===== src/rtl/rgb_luma_sharpen_pipeline_unit_macros.svh =====
// ----------------------------------------------------------------------------
// rgb_luma_sharpen_pipeline_unit assertion macros
// Shared concurrent assertion forms, clocked on clk, disabled in rst.
// ----------------------------------------------------------------------------
`ifndef RGB_LUMA_SHARPEN_PIPELINE_UNIT_MACROS_SVH
`define RGB_LUMA_SHARPEN_PIPELINE_UNIT_MACROS_SVH

// antecedent implies consequent in the same cycle
`define LSP_ASSERT_NOW(lbl, ante, cons, msg) \
  lbl: assert property (@(posedge clk) disable iff (rst) (ante) |-> (cons)) \
    else $error(msg);

// antecedent implies consequent in the next cycle
`define LSP_ASSERT_NEXT(lbl, ante, cons, msg) \
  lbl: assert property (@(posedge clk) disable iff (rst) (ante) |=> (cons)) \
    else $error(msg);

`endif


===== src/rtl/lsp_pkg.sv =====
// ----------------------------------------------------------------------------
// lsp_pkg
// Constants, types and helpers of the RGB luma sharpen pipeline.
// ----------------------------------------------------------------------------
package lsp_pkg;

  localparam int MAX_WIDTH = 1024;
  localparam int ADDR_W    = $clog2(MAX_WIDTH);
  localparam int QDEPTH    = 4;
  localparam int QPTR_W    = $clog2(QDEPTH);
  localparam int QCNT_W    = $clog2(QDEPTH + 1);

  // coefficients, 8 fraction bits
  localparam logic [7:0] K_YR   = 8'd77;
  localparam logic [7:0] K_YG   = 8'd150;
  localparam logic [7:0] K_YB   = 8'd29;
  localparam logic [9:0] K_CB   = 10'd144;
  localparam logic [9:0] K_CR   = 10'd183;
  localparam logic [9:0] K_R_CR = 10'd359;
  localparam logic [9:0] K_G_CB = 10'd88;
  localparam logic [9:0] K_G_CR = 10'd183;
  localparam logic [9:0] K_B_CB = 10'd454;

  localparam logic REG_FRAME_WIDTH  = 1'b0;
  localparam logic REG_FRAME_HEIGHT = 1'b1;

  typedef struct packed {
    logic              real_px;
    logic [ADDR_W-1:0] addr;
    logic [7:0]        red;
    logic [7:0]        green;
    logic [7:0]        blue;
    logic              has_result;
    logic              top_ok;
    logic              bot_ok;
    logic              left_ok;
    logic              right_ok;
    logic              frame_end;
  } lsp_entry_t;

  typedef struct packed {
    logic              full;
    logic              empty;
    logic [QCNT_W-1:0] count;
  } lsp_q_stat_t;

  typedef struct packed {
    logic idle;
  } lsp_back_stat_t;

  // floor to integer from 16 fraction bits, saturate to 0..255
  function automatic logic [7:0] to_channel(input logic signed [29:0] v);
    logic [7:0] q;
    if (v[29]) begin
      q = 8'd0;
    end else if (v[28:24] != 5'd0) begin
      q = 8'd255;
    end else begin
      q = v[23:16];
    end
    return q;
  endfunction

endpackage


===== src/rtl/lsp_queue.sv =====
// ----------------------------------------------------------------------------
// lsp_queue
// Short FIFO of classified items between front and back.
// ----------------------------------------------------------------------------
module lsp_queue import lsp_pkg::*; (
  input  logic        clk,
  input  logic        rst,
  input  logic        push,
  input  lsp_entry_t  push_entry,
  input  logic        pop,
  output lsp_entry_t  head,
  output lsp_q_stat_t stat
);

  lsp_entry_t        slots [QDEPTH];
  logic [QPTR_W-1:0] wr_ptr;
  logic [QPTR_W-1:0] rd_ptr;
  logic [QCNT_W-1:0] count;

  assign head       = slots[rd_ptr];
  assign stat.full  = (count == QCNT_W'(QDEPTH));
  assign stat.empty = (count == '0);
  assign stat.count = count;

  always_ff @(posedge clk) begin
    if (push) begin
      slots[wr_ptr] <= push_entry;
    end
  end

  always_ff @(posedge clk) begin
    if (rst) begin
      wr_ptr <= '0;
      rd_ptr <= '0;
      count  <= '0;
    end else begin
      if (push) wr_ptr <= wr_ptr + 1'b1;
      if (pop)  rd_ptr <= rd_ptr + 1'b1;
      case ({push, pop})
        2'b10:   count <= count + 1'b1;
        2'b01:   count <= count - 1'b1;
        default: ;
      endcase
    end
  end

endmodule


===== config.mk =====
export PLATFORM = sky130hd
export DESIGN_NAME = lsp_queue
export DESIGN_NICKNAME = d
export VERILOG_FILES = /design/src/rtl/rgb_luma_sharpen_pipeline_unit_macros.svh /design/src/rtl/lsp_pkg.sv /design/src/rtl/lsp_queue.sv
export SDC_FILE = /design/constraint.sdc
export NUM_CORES = 1
export LEC_CHECK = 0
export BUFFER_PORTS_ARGS = -buffer_cell sky130_fd_sc_hd__clkbuf_2
export CORE_UTILIZATION = 45
export DETAILED_ROUTE_END_ITERATION = 12
export PLACE_DENSITY = 0.77
export SLEW_MARGIN = 20
export SYNTH_ARGS = -nofsm -noshare
export SYNTH_HDL_FRONTEND = slang
export SYNTH_SLANG_ARGS = --single-unit

===== constraint.sdc =====
create_clock -name clk -period 2.5 [get_ports clk]
set_input_delay 0.125 -clock clk [delete_from_list [all_inputs] [get_ports clk]]
set_output_delay 0.125 -clock clk [all_outputs]
set_load 0.02 [all_outputs]

==> impl_metrics.csv <==
group,metric,value,unit
synthesis,synth.most_common_cell,"edfxtp_1",
synthesis,yosysTopAreaCellShare,76.9,%
sta,hold_violations,0,
sta,tightest_slew,0.495,ns
worst_setup_path,path_cells,"buf_4 -> mux4_2 -> clkbuf_2",
synthesis,ys_ff_latch,173,
worst_setup_path,critPathSlowestCell,"dfxtp_4",
pwr,total_power,6.79,mW
synthesis,synth_top_family_by_area,"multiplexers",
clock_tree,numCtsBuffers,17,
pwr,ir_worst_vdd,0.370,mV
sta,period_needed,2.13,ns
detailed_routing,vias,3057,
worst_setup_path,cp_max_fo,16,
clock_tree,root_buffer,"clkbuf_16",
worst_setup_path,crit_buf_inv,2,
clock_tree,cts.sinks,173,
finish,drive_gt1_share,40.7,%
pwr,power.leakage,2.84,nW
sta,final-setup-viol-count,0,
sta,fin_crit_sh,85.1,%
synthesis,syn_nets,313,
floorplan,core.rowCount,43,
sta,drv_slew,0,
clock_tree,htreeDepth,4,
synthesis,synthXorXnorAreaFrac,0.684,%
synthesis,synth_edf_count,164,
run,drv_cap,0,
clock_tree,cts_tree,"built",
synthesis,synth_seq_area_share,79.7,%
floorplan,core,0.0139,mm²
sta,clock_skew,0.00435,ns
detailed_routing,drt_wl_total,11.0,mm
sta,fin_tns_setup,0,ns
floorplan,fp.dieW,121,µm
worst_setup_path,worst_path_largest_cell_delay,0.56,ns
floorplan,fp.dieArea,0.0147,mm²
finish,fin_cells,604,
grt,grt_start_max_net_pins,31,
sta,max_slew_margin,67.0,%
hold_path,holdCritPathClass,"in2reg",
placement,placed_cell_area,0.00709,mm²
pwr,cellPowerDensity,836,mW/mm²
sta,fmax,0.470,GHz
floorplan,io_pins,91,
placement,dp.cells,529,
clock_tree,clockBufferDepth,2,
worst_setup_path,endpoint_kind,"output port",
finish,final_nets,461,
sta,setup_ws,0.372,ns
worst_setup_path,crit_family,"flip-flops",
clock_tree,cts_setup_buffers,0,
clock_tree,clk_latency,0.42,ns
worst_setup_path,worst-setup-path-type,"reg2out",
detailed_routing,drt_iter0_markers,155,
synthesis,synthAdderAreaFrac,1.29,%
placement,io_buffers,90,
synthesis,synth.area.top_cells,"edfxtp_1 (77%), mux4_2 (14%), dfxtp_1 (2.8%), buf_12 (1.3%), ha_1 (0.98%)",
finish,areaGrowthSynthToFinish,26.8,%
synthesis,ys.flop_type,"edfxtp_1",
placement,dp_hpwl,7.01,mm
worst_setup_path,crit_path_start_kind,"flop",
outcome,outcome,"finished, final reports clean",
worst_setup_path,critical_path_arrival,2.00,ns
grt,grt_pass1_vias,3288,
grt,grt_overflow,0,
floorplan,die_y,121,µm
detailed_routing,drc,0,
detailed_routing,antenna_left,0,
grt,antenna_found_initial,1,
grt,grt.total_usage,16.7,%
synthesis,yosysTopAreaCell,"edfxtp_1",
synthesis,synthCells,262,
placement,gp_congestion,0.644,
detailed_routing,drt-wirelength-per-cell,18.2,µm
synthesis,synthSimpleGateAreaFrac,1.19,%
detailed_routing,dr.pass1.iters,5,
synthesis,synth_commonest_cells,"edfxtp_1 (164), mux4_2 (40), dfxtp_1 (9), nor2_1 (8), inv_1 (6)",
synthesis,avgSynthCellArea,24.4,µm²
finish,fin_area,0.00812,mm²
grt,grt_pass1_wl,17.3,mm
detailed_routing,via_per_inst,5.06,
floorplan,start_util,46.1,%
sta,worst_hold_slack,0.0418,ns
synthesis,async_reset_ff_share,0,%
synthesis,synthMuxAreaShare,14.6,%
synthesis,netlist_area,0.00640,mm²
worst_setup_path,crit_required,2.38,ns
synthesis,yosysWarnings,0,
synthesis,synth-compound-area-share,0.235,%
finish,final_util,58.5,%
placement,dp_slack,0.749,ns
clock_tree,path_clk_slew,0.06,ns
clock_tree,cts_resized,0,
clock_tree,cts_hold_buf,42,
sta,rsz0062_at_grt,"false",
synthesis,yosys.cell_types.count,23,
registers in the layout, indices dropped and copies added, names as in the netlist, named ones only:
signal,cells
rd_ptr,2
wr_ptr,2
count,3
slots,164
worst paths after layout:
| kind | start | end | slack [ns] | depth (start not counted) |
|---|---|---|---|---|
| worst max-delay path | flop | head[18] | 0.37 | 3 |
| worst min-delay path | pop | flop | 0.04 | 3 |
| worst max register to register | wr_ptr[0]$_SDFFE_PP0P_ | slots[3][33]$_DFFE_PP_ | 0.87 | 3 |
| worst min register to register | rd_ptr[0]$_SDFFE_PP0P_ | flop | 0.54 | 2 |
final cells by class:
type / count / area [µm²]
antenna: 1 / 2.50
clock buffer: 18 / 429
clock inverter: 14 / 175
fill: 1044 / 5760
inverter: 6 / 22.5
multi-input combinational: 72 / 1160
sequential: 173 / 5110
tap: 180 / 225
timing repair buffer: 140 / 993
routing by layer:
metal	track usage [%]	wire length, µm	vias up
met1	19.5	4550	1563
met3	5.08	505	21
met5	0	0	-
met2	28.4	5700	84
met4	7.18	238	0
li1	-	-	1389
tightest hold or removal path, cell delays in order:
cell and delay (ns):
clkbuf_2 0.13, xnor2_1 0.09, nor2_1 0.08
layout by cell type (no fill, tap or decap), drive strengths merged:
| cell type | n |
|---|---|
| diode | 1 |
| inv | 6 |
| edfxtp | 164 |
| dfxtp | 9 |
| and3 | 1 |
| clkinvlp | 2 |
| ha | 5 |
| o21ai | 1 |
| nor3 | 1 |
| xnor2 | 2 |
| clkbuf | 108 |
| bufinv | 4 |
| nand2 | 1 |
| dlygate4sd3 | 42 |
| a21oi | 2 |
| or3 | 1 |
| nor2 | 8 |
| buf | 8 |
| mux4 | 41 |
| xor2 | 3 |
| and2 | 4 |
| clkinv | 8 |
| mux2i | 1 |
| fa | 1 |
where the power goes:
group | total (mW) | switching, mW | internal [mW]
logic | 0.752 | 0.412 | 0.341
clock network | 2.65 | 0.998 | 1.65
registers | 3.39 | 0.0639 | 3.32
cells by family (layout without fill, tap and decap cells):
family | count (synthesis) | after routing
AOI/OAI and AO/OA | 3 | 3
xor gates and xnor gates | 5 | 5
adders and majority gates | 6 | 6
buffers and inverters | 17 | 178
DFF | 173 | 173
muxes | 42 | 42
other | 0 | 1
and+or+nand+nor | 16 | 16
No activity file was read; power rests on OpenSTA's default activity.
