**src/rtl/rgb_luma_sharpen_pipeline_unit_macros.svh**
```systemverilog
// ----------------------------------------------------------------------------
// rgb_luma_sharpen_pipeline_unit assertion macros
// Shared concurrent assertion forms, clocked on clk, disabled in rst.
// ----------------------------------------------------------------------------
`ifndef RGB_LUMA_SHARPEN_PIPELINE_UNIT_MACROS_SVH
`define RGB_LUMA_SHARPEN_PIPELINE_UNIT_MACROS_SVH

// antecedent implies consequent in the same cycle
`define LSP_ASSERT_NOW(lbl, ante, cons, msg) \
  lbl: assert property (@(posedge clk) disable iff (rst) (ante) |-> (cons)) \
    else $error(msg);

// antecedent implies consequent in the next cycle
`define LSP_ASSERT_NEXT(lbl, ante, cons, msg) \
  lbl: assert property (@(posedge clk) disable iff (rst) (ante) |=> (cons)) \
    else $error(msg);

`endif

```
**src/rtl/lsp_pkg.sv**
```systemverilog
// ----------------------------------------------------------------------------
// lsp_pkg
// Constants, types and helpers of the RGB luma sharpen pipeline.
// ----------------------------------------------------------------------------
package lsp_pkg;

  localparam int MAX_WIDTH = 1024;
  localparam int ADDR_W    = $clog2(MAX_WIDTH);
  localparam int QDEPTH    = 4;
  localparam int QPTR_W    = $clog2(QDEPTH);
  localparam int QCNT_W    = $clog2(QDEPTH + 1);

  // coefficients, 8 fraction bits
  localparam logic [7:0] K_YR   = 8'd77;
  localparam logic [7:0] K_YG   = 8'd150;
  localparam logic [7:0] K_YB   = 8'd29;
  localparam logic [9:0] K_CB   = 10'd144;
  localparam logic [9:0] K_CR   = 10'd183;
  localparam logic [9:0] K_R_CR = 10'd359;
  localparam logic [9:0] K_G_CB = 10'd88;
  localparam logic [9:0] K_G_CR = 10'd183;
  localparam logic [9:0] K_B_CB = 10'd454;

  localparam logic REG_FRAME_WIDTH  = 1'b0;
  localparam logic REG_FRAME_HEIGHT = 1'b1;

  typedef struct packed {
    logic              real_px;
    logic [ADDR_W-1:0] addr;
    logic [7:0]        red;
    logic [7:0]        green;
    logic [7:0]        blue;
    logic              has_result;
    logic              top_ok;
    logic              bot_ok;
    logic              left_ok;
    logic              right_ok;
    logic              frame_end;
  } lsp_entry_t;

  typedef struct packed {
    logic              full;
    logic              empty;
    logic [QCNT_W-1:0] count;
  } lsp_q_stat_t;

  typedef struct packed {
    logic idle;
  } lsp_back_stat_t;

  // floor to integer from 16 fraction bits, saturate to 0..255
  function automatic logic [7:0] to_channel(input logic signed [29:0] v);
    logic [7:0] q;
    if (v[29]) begin
      q = 8'd0;
    end else if (v[28:24] != 5'd0) begin
      q = 8'd255;
    end else begin
      q = v[23:16];
    end
    return q;
  endfunction

endpackage

```
**src/rtl/lsp_front.sv**
```systemverilog
// ----------------------------------------------------------------------------
// lsp_front
// Config registers, raster counters and per-item classification.
// ----------------------------------------------------------------------------
module lsp_front import lsp_pkg::*; (
  input  logic        clk,
  input  logic        rst,
  input  logic        cfg_write,
  input  logic        cfg_index,
  input  logic [15:0] cfg_data,
  input  logic        pixel_valid,
  output logic        pixel_stall,
  input  logic        kind,
  input  logic [7:0]  red_in,
  input  logic [7:0]  green_in,
  input  logic [7:0]  blue_in,
  input  logic        q_full,
  output logic        push,
  output lsp_entry_t  push_entry
);

  logic [10:0]       frame_width;
  logic [15:0]       frame_height;
  logic [ADDR_W-1:0] column_count;
  logic [15:0]       row_count;
  logic [10:0]       pending_count;

  logic [10:0]        w;
  logic [15:0]        h;
  logic               flushing;
  logic               accept;
  logic signed [17:0] crow;
  logic signed [11:0] ccol;
  logic [11:0]        col_inc;
  logic [16:0]        row_inc;
  logic [ADDR_W-1:0]  col_wrap;

  always_comb begin
    if (frame_width == 11'd0) begin
      w = 11'd1;
    end else if (frame_width > 11'(MAX_WIDTH)) begin
      w = 11'(MAX_WIDTH);
    end else begin
      w = frame_width;
    end
    h = (frame_height == 16'd0) ? 16'd1 : frame_height;
    flushing = (pending_count != 11'd0);

    if (!flushing) begin
      if (column_count != '0) begin
        crow = $signed({2'b00, row_count}) - 18'sd1;
        ccol = $signed(12'(column_count)) - 12'sd1;
      end else begin
        crow = $signed({2'b00, row_count}) - 18'sd2;
        ccol = $signed({1'b0, w}) - 12'sd1;
      end
    end else if (pending_count > w) begin
      crow = $signed({2'b00, h}) - 18'sd2;
      ccol = $signed({1'b0, w}) - 12'sd1;
    end else begin
      crow = $signed({2'b00, h}) - 18'sd1;
      ccol = $signed({1'b0, w}) - $signed({1'b0, pending_count});
    end

    col_inc  = 12'(column_count) + 12'd1;
    row_inc  = {1'b0, row_count} + 17'd1;
    col_wrap = (col_inc >= {1'b0, w}) ? '0 : col_inc[ADDR_W-1:0];
  end

  assign pixel_stall = q_full;
  assign accept      = pixel_valid && !pixel_stall;
  assign push        = accept && (!kind || flushing);

  always_comb begin
    push_entry.real_px    = !flushing;
    push_entry.addr       = column_count;
    push_entry.red        = red_in;
    push_entry.green      = green_in;
    push_entry.blue       = blue_in;
    push_entry.has_result = !crow[17];
    push_entry.top_ok     = (crow > 18'sd0);
    push_entry.bot_ok     = ((crow + 18'sd1) < $signed({2'b00, h}));
    push_entry.left_ok    = (ccol > 12'sd0);
    push_entry.right_ok   = ((ccol + 12'sd1) < $signed({1'b0, w}));
    push_entry.frame_end  = flushing && ((crow + 18'sd1) == $signed({2'b00, h}))
                            && ((ccol + 12'sd1) == $signed({1'b0, w}));
  end

  always_ff @(posedge clk) begin
    if (rst) begin
      frame_width   <= 11'd8;
      frame_height  <= 16'd8;
      column_count  <= '0;
      row_count     <= '0;
      pending_count <= '0;
    end else begin
      if (cfg_write) begin
        case (cfg_index)
          REG_FRAME_WIDTH:  frame_width  <= cfg_data[10:0];
          REG_FRAME_HEIGHT: frame_height <= cfg_data;
          default: ;
        endcase
      end
      if (push) begin
        if (!flushing) begin
          if (col_inc >= {1'b0, w}) begin
            column_count <= '0;
            if (row_inc >= {1'b0, h}) begin
              row_count     <= '0;
              pending_count <= w + 11'd1;
            end else begin
              row_count <= row_inc[15:0];
            end
          end else begin
            column_count <= col_inc[ADDR_W-1:0];
          end
        end else begin
          pending_count <= pending_count - 11'd1;
          if (pending_count == 11'd1) begin
            column_count <= '0;
            row_count    <= '0;
          end else begin
            column_count <= col_wrap;
          end
        end
      end
    end
  end

endmodule

```
**config.mk**
```make
export PLATFORM = sky130hd
export DESIGN_NAME = lsp_front
export DESIGN_NICKNAME = d
export VERILOG_FILES = /design/src/rtl/rgb_luma_sharpen_pipeline_unit_macros.svh /design/src/rtl/lsp_pkg.sv /design/src/rtl/lsp_front.sv
export SDC_FILE = /design/constraint.sdc
export NUM_CORES = 1
export LEC_CHECK = 0
export BUFFER_PORTS_ARGS = -buffer_cell sky130_fd_sc_hd__buf_2
export CAP_MARGIN = 20
export CORE_ASPECT_RATIO = 0.8
export CORE_MARGIN = 3
export CORE_UTILIZATION = 35
export DETAILED_ROUTE_END_ITERATION = 8
export PLACE_DENSITY_LB_ADDON = 0.25
export SLEW_MARGIN = 20
export SYNTH_ARGS = -nofsm -noshare
export SYNTH_HDL_FRONTEND = slang
export SYNTH_SLANG_ARGS = --single-unit
export TNS_END_PERCENT = 30
```
**constraint.sdc**
```tcl
create_clock -name clk -period 6.79 [get_ports clk]
set_input_delay 0 -clock clk [delete_from_list [all_inputs] [get_ports clk]]
set_output_delay 0 -clock clk [all_outputs]
set_load 0.02 [all_outputs]
```
==> key figures, run 1 <==
Pwr
  – Tot Pwr: approximately 1.3 mW
  – Maximum vdd drop: 0.109 mV
  – Pwr/cell area: 152 nW/um2
  – Leakage power total: 3.78 nW

Clocking
  – CTS Buf Count: 9
  – Worst-path clk slew: 60 ps
  – # Post-CTS Setup Buffers: 0
  – H-tree lvl count: 3
  – CTS tree: yes
  – CTS root buf: clkbuf_16
  – Clk Latency, worst-skew pair: 330 ps
  – Clock Sinks: 64
  – Max clock buf depth: 2

Detailed routing
  – 1st-iter DRT viols: 873
  – Vias/cell: 5.64
  – Post-DRT Antenna Nets: 0
  – Wire per inst: 18.1 um
  – DRT Wirelength: 25.5 mm
  – DRC: 0
  – Vias: 7,931
  – Drt pass-1 iters: 5

Critical path
  – Critical Path RT: between 6000 and 7000 ps
  – CP Data Arrival Time: 6280 ps
  – Slowest CP cell: o21ai_0
  – Startpoint class of the critical path: flip-flop
  – Register-to-register setup slack: 1680 ps
  – CP most frequent cell: nand3_1
  – R2R Path End: row_count[13]
  – Worst reg2reg path startpoint: row_count[2]
  – Reg2Reg Depth: 17
  – Worst path max stage delay: 570 ps
  – CP Class: reg -> out
  – Crit-path max FO: 10
  – Crit end category: output port

Logic synthesis
  – Syn nets: 1,236
  – Mux cell area share after synthesis: 0.0241
  – Synth Area per Inst: 7.12 um2
  – Dominant synthesized flop cell: dfxtp_1
  – Synth Area in Simple Gates: 0.288
  – Mapped Area: 7880 um2
  – Yosys reg bits: 64
  – Number of synthesized flops with an enable pin: 0
  – Gate Count Post-Synth: 1,106
  – Seq/Total Area, Yosys: 0.163
  – Compound-Gate Fraction of Synth Area: 0.203
  – Largest family of logic cells by synthesized area: simple AND/OR/NAND/NOR gates
  – Library cells used by synthesis: 72
  – Post-Synth Adder-Cell Area: 0.133
  – Synth Area in XOR/XNOR: 0.105
  – Synth async-reset ratio: 0
  – Syn. warnings: 0

Min path
  – Min-Delay Endpoint: push_entry[27]
  – Min-Delay Path Depth: 0
  – Hold Path Origin: red_in[5]
  – Worst min-delay path category: in -> out

Die
  – Core area: 21,900 um2
  – Initial core utilization: 0.360
  – DIE AREA: roughly 24,000 um2
  – Row count: 48
  – Die Width: approximately 170 um
  – Die extent in y: approximately 140 um
  – IO Count: 90

Timing
  – Slew HR: 0.274
  – Setup WS post-layout: 510 ps
  – # setup viols final: 0
  – Hold Violations, Final: 0
  – Unrepaired setup endpoints after global routing: no
  – Slew Limit Fails: 0
  – Worst slew pin tran: 1080 ps
  – Fin crit period: 6280 ps
  – Fin crit share: 0.925
  – Setup Skew: 5.85 ps
  – Fmax: 159 MHz
  – Setup tns final: 0 ps

Placement
  – I/O Buffers: 41
  – DP Wirelength: 20.2 mm
  – Placer's final routability congestion estimate: 0.959
  – Worst slack, placed: a little under 700 ps

Global route
  – Gr usage total: 0.204
  – Initial antenna violation count: 0
  – GR Overflow Total: 0
  – Vias in the first global route: 6,998
  – Largest net degree at the start of global routing: 65
  – First-pass GRT wire length: 40.0 mm

Status
  – Status: completed

Run
  – Max_cap viols: 0

Final layout
  – Antenna diodes: 0
  – Layout net count: 1,232
  – Share of layout cells above drive strength 1: 0.0949
  – Area growth syn-to-layout: 9.70%
  – Core Util, Final: 0.395
## stage by stage
stage               cells  hold slack [ps]  cell area, um2
finish               1407          0.00774            8640
global route         1407           0.0322            8640
CTS                  1407            0.137            8620
detailed placement   1375            0.137            8150
global placement     1375            0.137            8150
floorplan            1106              113            7880
## final cells by class
type	count	area, um2
multi-input combinational	892	5950
tap	300	375
inverter	59	221
timing repair buffer	76	508
fill	2348	13200
sequential	64	1280
clock buffer	10	239
clock inverter	6	67.6
## layout by cell type (no fill, tap or decap), types with 4 or more instances in the layout
cell,synthesis,layout
inv_1,59,58
a21oi_1,82,82
nand2b_1,18,18
dlygate4sd3_1,0,16
and2_1,6,6
o31ai_1,5,5
or4_1,6,5
o21a_1,6,5
or2_2,5,5
o21bai_1,5,5
o21ai_0,51,51
o211ai_1,4,4
or3_1,6,6
a21o_1,16,16
clkbuf_16,0,9
a311oi_1,7,7
ha_1,82,82
buf_2,12,41
nand4_1,22,22
xnor2_1,51,51
a22oi_1,7,7
nor4_1,19,19
and3_1,29,29
buf_4,25,19
nor3_1,30,30
nor2_1,86,86
nand3b_1,10,10
nor3b_1,5,5
nor2b_1,21,21
a211oi_1,14,12
xor2_1,43,43
mux2i_1,14,14
nand4b_1,4,4
nand3_1,40,40
dfxtp_1,64,64
nand2_1,129,129
a31oi_1,9,9
## registers in the layout (all words and copies together), names as in the netlist
signal,count
column_count,10
frame_height,16
frame_width,11
pending_count,11
row_count,16
## metal layers
metal / track usage / part of all wire / wire, um / vias to the layer above
li1: - / - / - / 3895
met1: 0.349 / 0.54 / 13700 / 3704
met2: 0.265 / 0.37 / 9510 / 314
met3: 0.0238 / 0.081 / 2060 / 18
met4: 0.0330 / 0.0081 / 207 / 0
met5: 0 / 0 / 0 / -
## critical path, delay by kind of cell, from the launching register on
family	cells	cell delay, ps
buffers and inverters	4	690
xor gates and xnor gates	1	160
and+or+nand+nor	11	2040
AOI/OAI and AO/OA	6	1600
adders and majority gates	3	750
muxes	1	340
DFF	1	370
## power breakdown
group / internal [mW] / switching [mW]
logic: 0.177 / 0.262
registers: 0.384 / 0.0136
clock network: 0.295 / 0.183
total: 0.857 / 0.459
## Yosys cell counts (5+ instances only)
cell type / count / area share
nor4_1: 19 / 0.015
o21ai_0: 51 / 0.032
nor2b_1: 21 / 0.017
clkbuf_1: 51 / 0.024
a21o_1: 16 / 0.015
or3_1: 6 / 0.0048
o31ai_1: 5 / 0.0048
nor3_1: 30 / 0.019
a21oi_1: 82 / 0.052
ha_1: 82 / 0.13
buf_4: 25 / 0.024
xnor2_1: 51 / 0.057
or4_1: 6 / 0.0057
nor3b_1: 5 / 0.0048
nor2_1: 86 / 0.041
a211oi_1: 14 / 0.013
dfxtp_1: 64 / 0.16
and2_1: 6 / 0.0048
a22oi_1: 7 / 0.0067
inv_1: 59 / 0.028
nand2b_1: 18 / 0.014
nand3b_1: 10 / 0.0095
o21a_1: 6 / 0.0057
o21bai_1: 5 / 0.0048
or2_2: 5 / 0.0040
a31oi_1: 9 / 0.0071
nand2_1: 129 / 0.061
nand4_1: 22 / 0.017
and3_1: 29 / 0.023
mux2i_1: 14 / 0.018
xor2_1: 43 / 0.048
nand3_1: 40 / 0.025
buf_2: 12 / 0.0076
a311oi_1: 7 / 0.0078
## repair_timing
item                                   4_1_cts  5_1_grt
hold buffers                                16        0
resized for setup                            0        6
endpoints found under the hold margin       27        0
setup endpoints to repair                    0        2
## cell families (layout without fill, tap and decap cells)
kind of cell | count (synthesis) | after routing
flip-flops | 64 | 64
XOR/XNOR | 94 | 94
adder cells (fa/ha/maj) | 83 | 83
AO/OA/AOI/OAI | 248 | 248
AND/OR/NAND/NOR | 449 | 449
buffers and inverters | 150 | 151
multiplexers | 18 | 18
## worst max path at each step
stage,from,end,cells after the start
3_3_place_gp,frame_width[2],push_entry[3],29
2_1_floorplan,frame_width[3],push_entry[3],29
6_report,frame_width[2],push_entry[0],26
5_1_grt,frame_width[2],push_entry[3],31
4_1_cts,frame_width[2],push_entry[3],29
3_5_place_dp,frame_width[2],push_entry[3],29
(Power assumes the default switching activity.)
==> run 2: changes to the inputs <==
==> constraint.sdc (replaced) <==
create_clock -name clk -period 5.85 [get_ports clk]
set_input_delay 0 -clock clk [delete_from_list [all_inputs] [get_ports clk]]
set_output_delay 0 -clock clk [all_outputs]
set_load 0.02 [all_outputs]
==> run 2 against run 1 <==
Clock skew up 1.4 ps. Final area up 5.4%. Critical path type unchanged. Hold slack about the same.
==> key figures, run 2 (synthesized netlist as in run 1, its figures left out) <==
Timing
  – Slew HR: 0.477
  – Worst slew pin tran: 765 ps
  – Slew Limit Fails: 0
  – Setup WS post-layout: ~48 ps
  – Hold Violations, Final: 0
  – Fin crit share: 0.992
  – Fmax: 172 MHz
  – Setup tns final: 0 ps
  – Setup Skew: 7.24 ps
  – Unrepaired setup endpoints after global routing: yes
  – Fin crit period: 5800 ps
  – Hold_ws: roughly 0.0078 ps
  – # setup viols final: 0

Critical path
  – Register-to-register setup slack: 920 ps
  – CP Data Arrival Time: 5800 ps
  – Startpoint class of the critical path: flip-flop
  – Crit end category: output port
  – Slowest CP cell: o31ai_4
  – Crit-path max FO: 6
  – Worst path max stage delay: between 400 and 500 ps
  – Critical Path RT: 5850 ps
  – CP Class: reg -> out

Global route
  – Vias in the first global route: 7,332
  – First-pass GRT wire length: 41.8 mm
  – Largest net degree at the start of global routing: 65
  – GR Overflow Total: 0
  – Initial antenna violation count: 0
  – Gr usage total: 0.216

Clocking
  – Worst-path clk slew: roughly 50 ps
  – Clock Sinks: 64
  – CTS root buf: clkbuf_16
  – CTS tree: yes
  – Max clock buf depth: 2
  – Clk Latency, worst-skew pair: 340 ps
  – H-tree lvl count: 3
  – CTS Buf Count: 9

Final layout
  – Top flop regs: frame_height x16, row_count x16
  – Share of layout cells above drive strength 1: 0.149
  – Layout net count: 1,272
  – Finished Layout Cells: 1,447
  – Most frequent cells in the layout: nand2_1 (129), nor2_1 (83), a21oi_1 (80)
  – Area growth syn-to-layout: 15.6%
  – Antenna diodes: 0
  – Most common cell after layout, fill and taps aside: nand2_1

Die
  – Initial core utilization: 0.360
  – Row count: 48
  – Die Width: 174 um
  – Core area: roughly 22,000 um2
  – DIE AREA: 24,400 um2
  – Die extent in y: between 100 and 150 um
  – IO Count: 90

Detailed routing
  – DRC: 0
  – Post-DRT Antenna Nets: 0
  – Vias: 8,121
  – 1st-iter DRT viols: roughly 900
  – Wire per inst: 18.6 um
  – Drt pass-1 iters: 5
  – Vias/cell: 5.61
  – DRT Wirelength: around 27 mm

Pwr
  – Maximum vdd drop: 0.143 mV
  – Tot Pwr: 1.62 mW
  – Pwr/cell area: 178 nW/um2
  – Leakage power total: ~4 nW

Status
  – Status: completed

Placement
  – Placer's final routability congestion estimate: 0.953
  – DP Cell Count: 1,407
  – DP Wirelength: 21.1 mm
  – I/O Buffers: 41
  – Worst slack, placed: roughly 65 ps

Run
  – Max_cap viols: 0

Min path
  – Worst min-delay path category: in -> out
run 2: cell types whose count changed in the layout (fill, tap and decap cells not counted), sizes merged:
cell / change
buf: +40
bufinv: +1
inv: -1
run 2: metrics by stage:
stage / utilization / area (um2)
2_1_floorplan: - / 7880
3_3_place_gp: 0.384 / 8400
6_report: 0.417 / 9110
5_1_grt: 0.417 / 9110
3_5_place_dp: 0.384 / 8400
4_1_cts: 0.408 / 8920
run 2: worst max-delay path: cells and delay by family, from the launching register on:
kind,cells,cell delay [ps]
fa+ha+maj,3,710
buf+inv,2,210
compound gates,10,1810
simple gates,10,1680
flops,1,340
mux,1,400
xor+xnor,2,280
run 2: report_power, final:
group / switching, mW / internal [mW]
clock network: 0.212 / 0.386
logic: 0.328 / 0.241
registers: 0.0116 / 0.446
run 2: final timing paths:
check / startpoint / to / cells after the start
max reg2reg: row_count[2] / pending_count[4] / 18
max: frame_width[2] / push_entry[3] / 28
min: green_in[0] / push_entry[14] / 0
min reg2reg: frame_height[6] / frame_height[6] / 2
run 2: layer usage:
| layer | wire (um) | track usage | vias up |
|---|---|---|---|
| li1 | - | - | 3968 |
| met1 | 13500 | 0.351 | 3758 |
| met2 | 10300 | 0.290 | 364 |
| met3 | 2730 | 0.0390 | 31 |
| met4 | 338 | 0.0385 | 0 |
| met5 | 0 | 0 | - |
run 2: cell type report:
| cell class | count | area, um2 |
|---|---|---|
| repair buffers | 116 | 821 |
| inverters | 59 | 221 |
| clock inverters | 6 | 92.6 |
| fillers | 2302 | 12800 |
| clock buffers | 10 | 239 |
| multi-input cells | 892 | 6070 |
| well taps | 300 | 375 |
| flip-flops and latches | 64 | 1280 |
run 2: repair_timing:
item | CTS | global route
hold buffers | 16 | 0
hold endpoints to repair | 27 | 0
pin swaps | 3 | 20
gates cloned | 0 | 0
endpoints found under the setup margin | 2 | 3
resized for setup | 8 | 31
setup buffers | 0 | 8
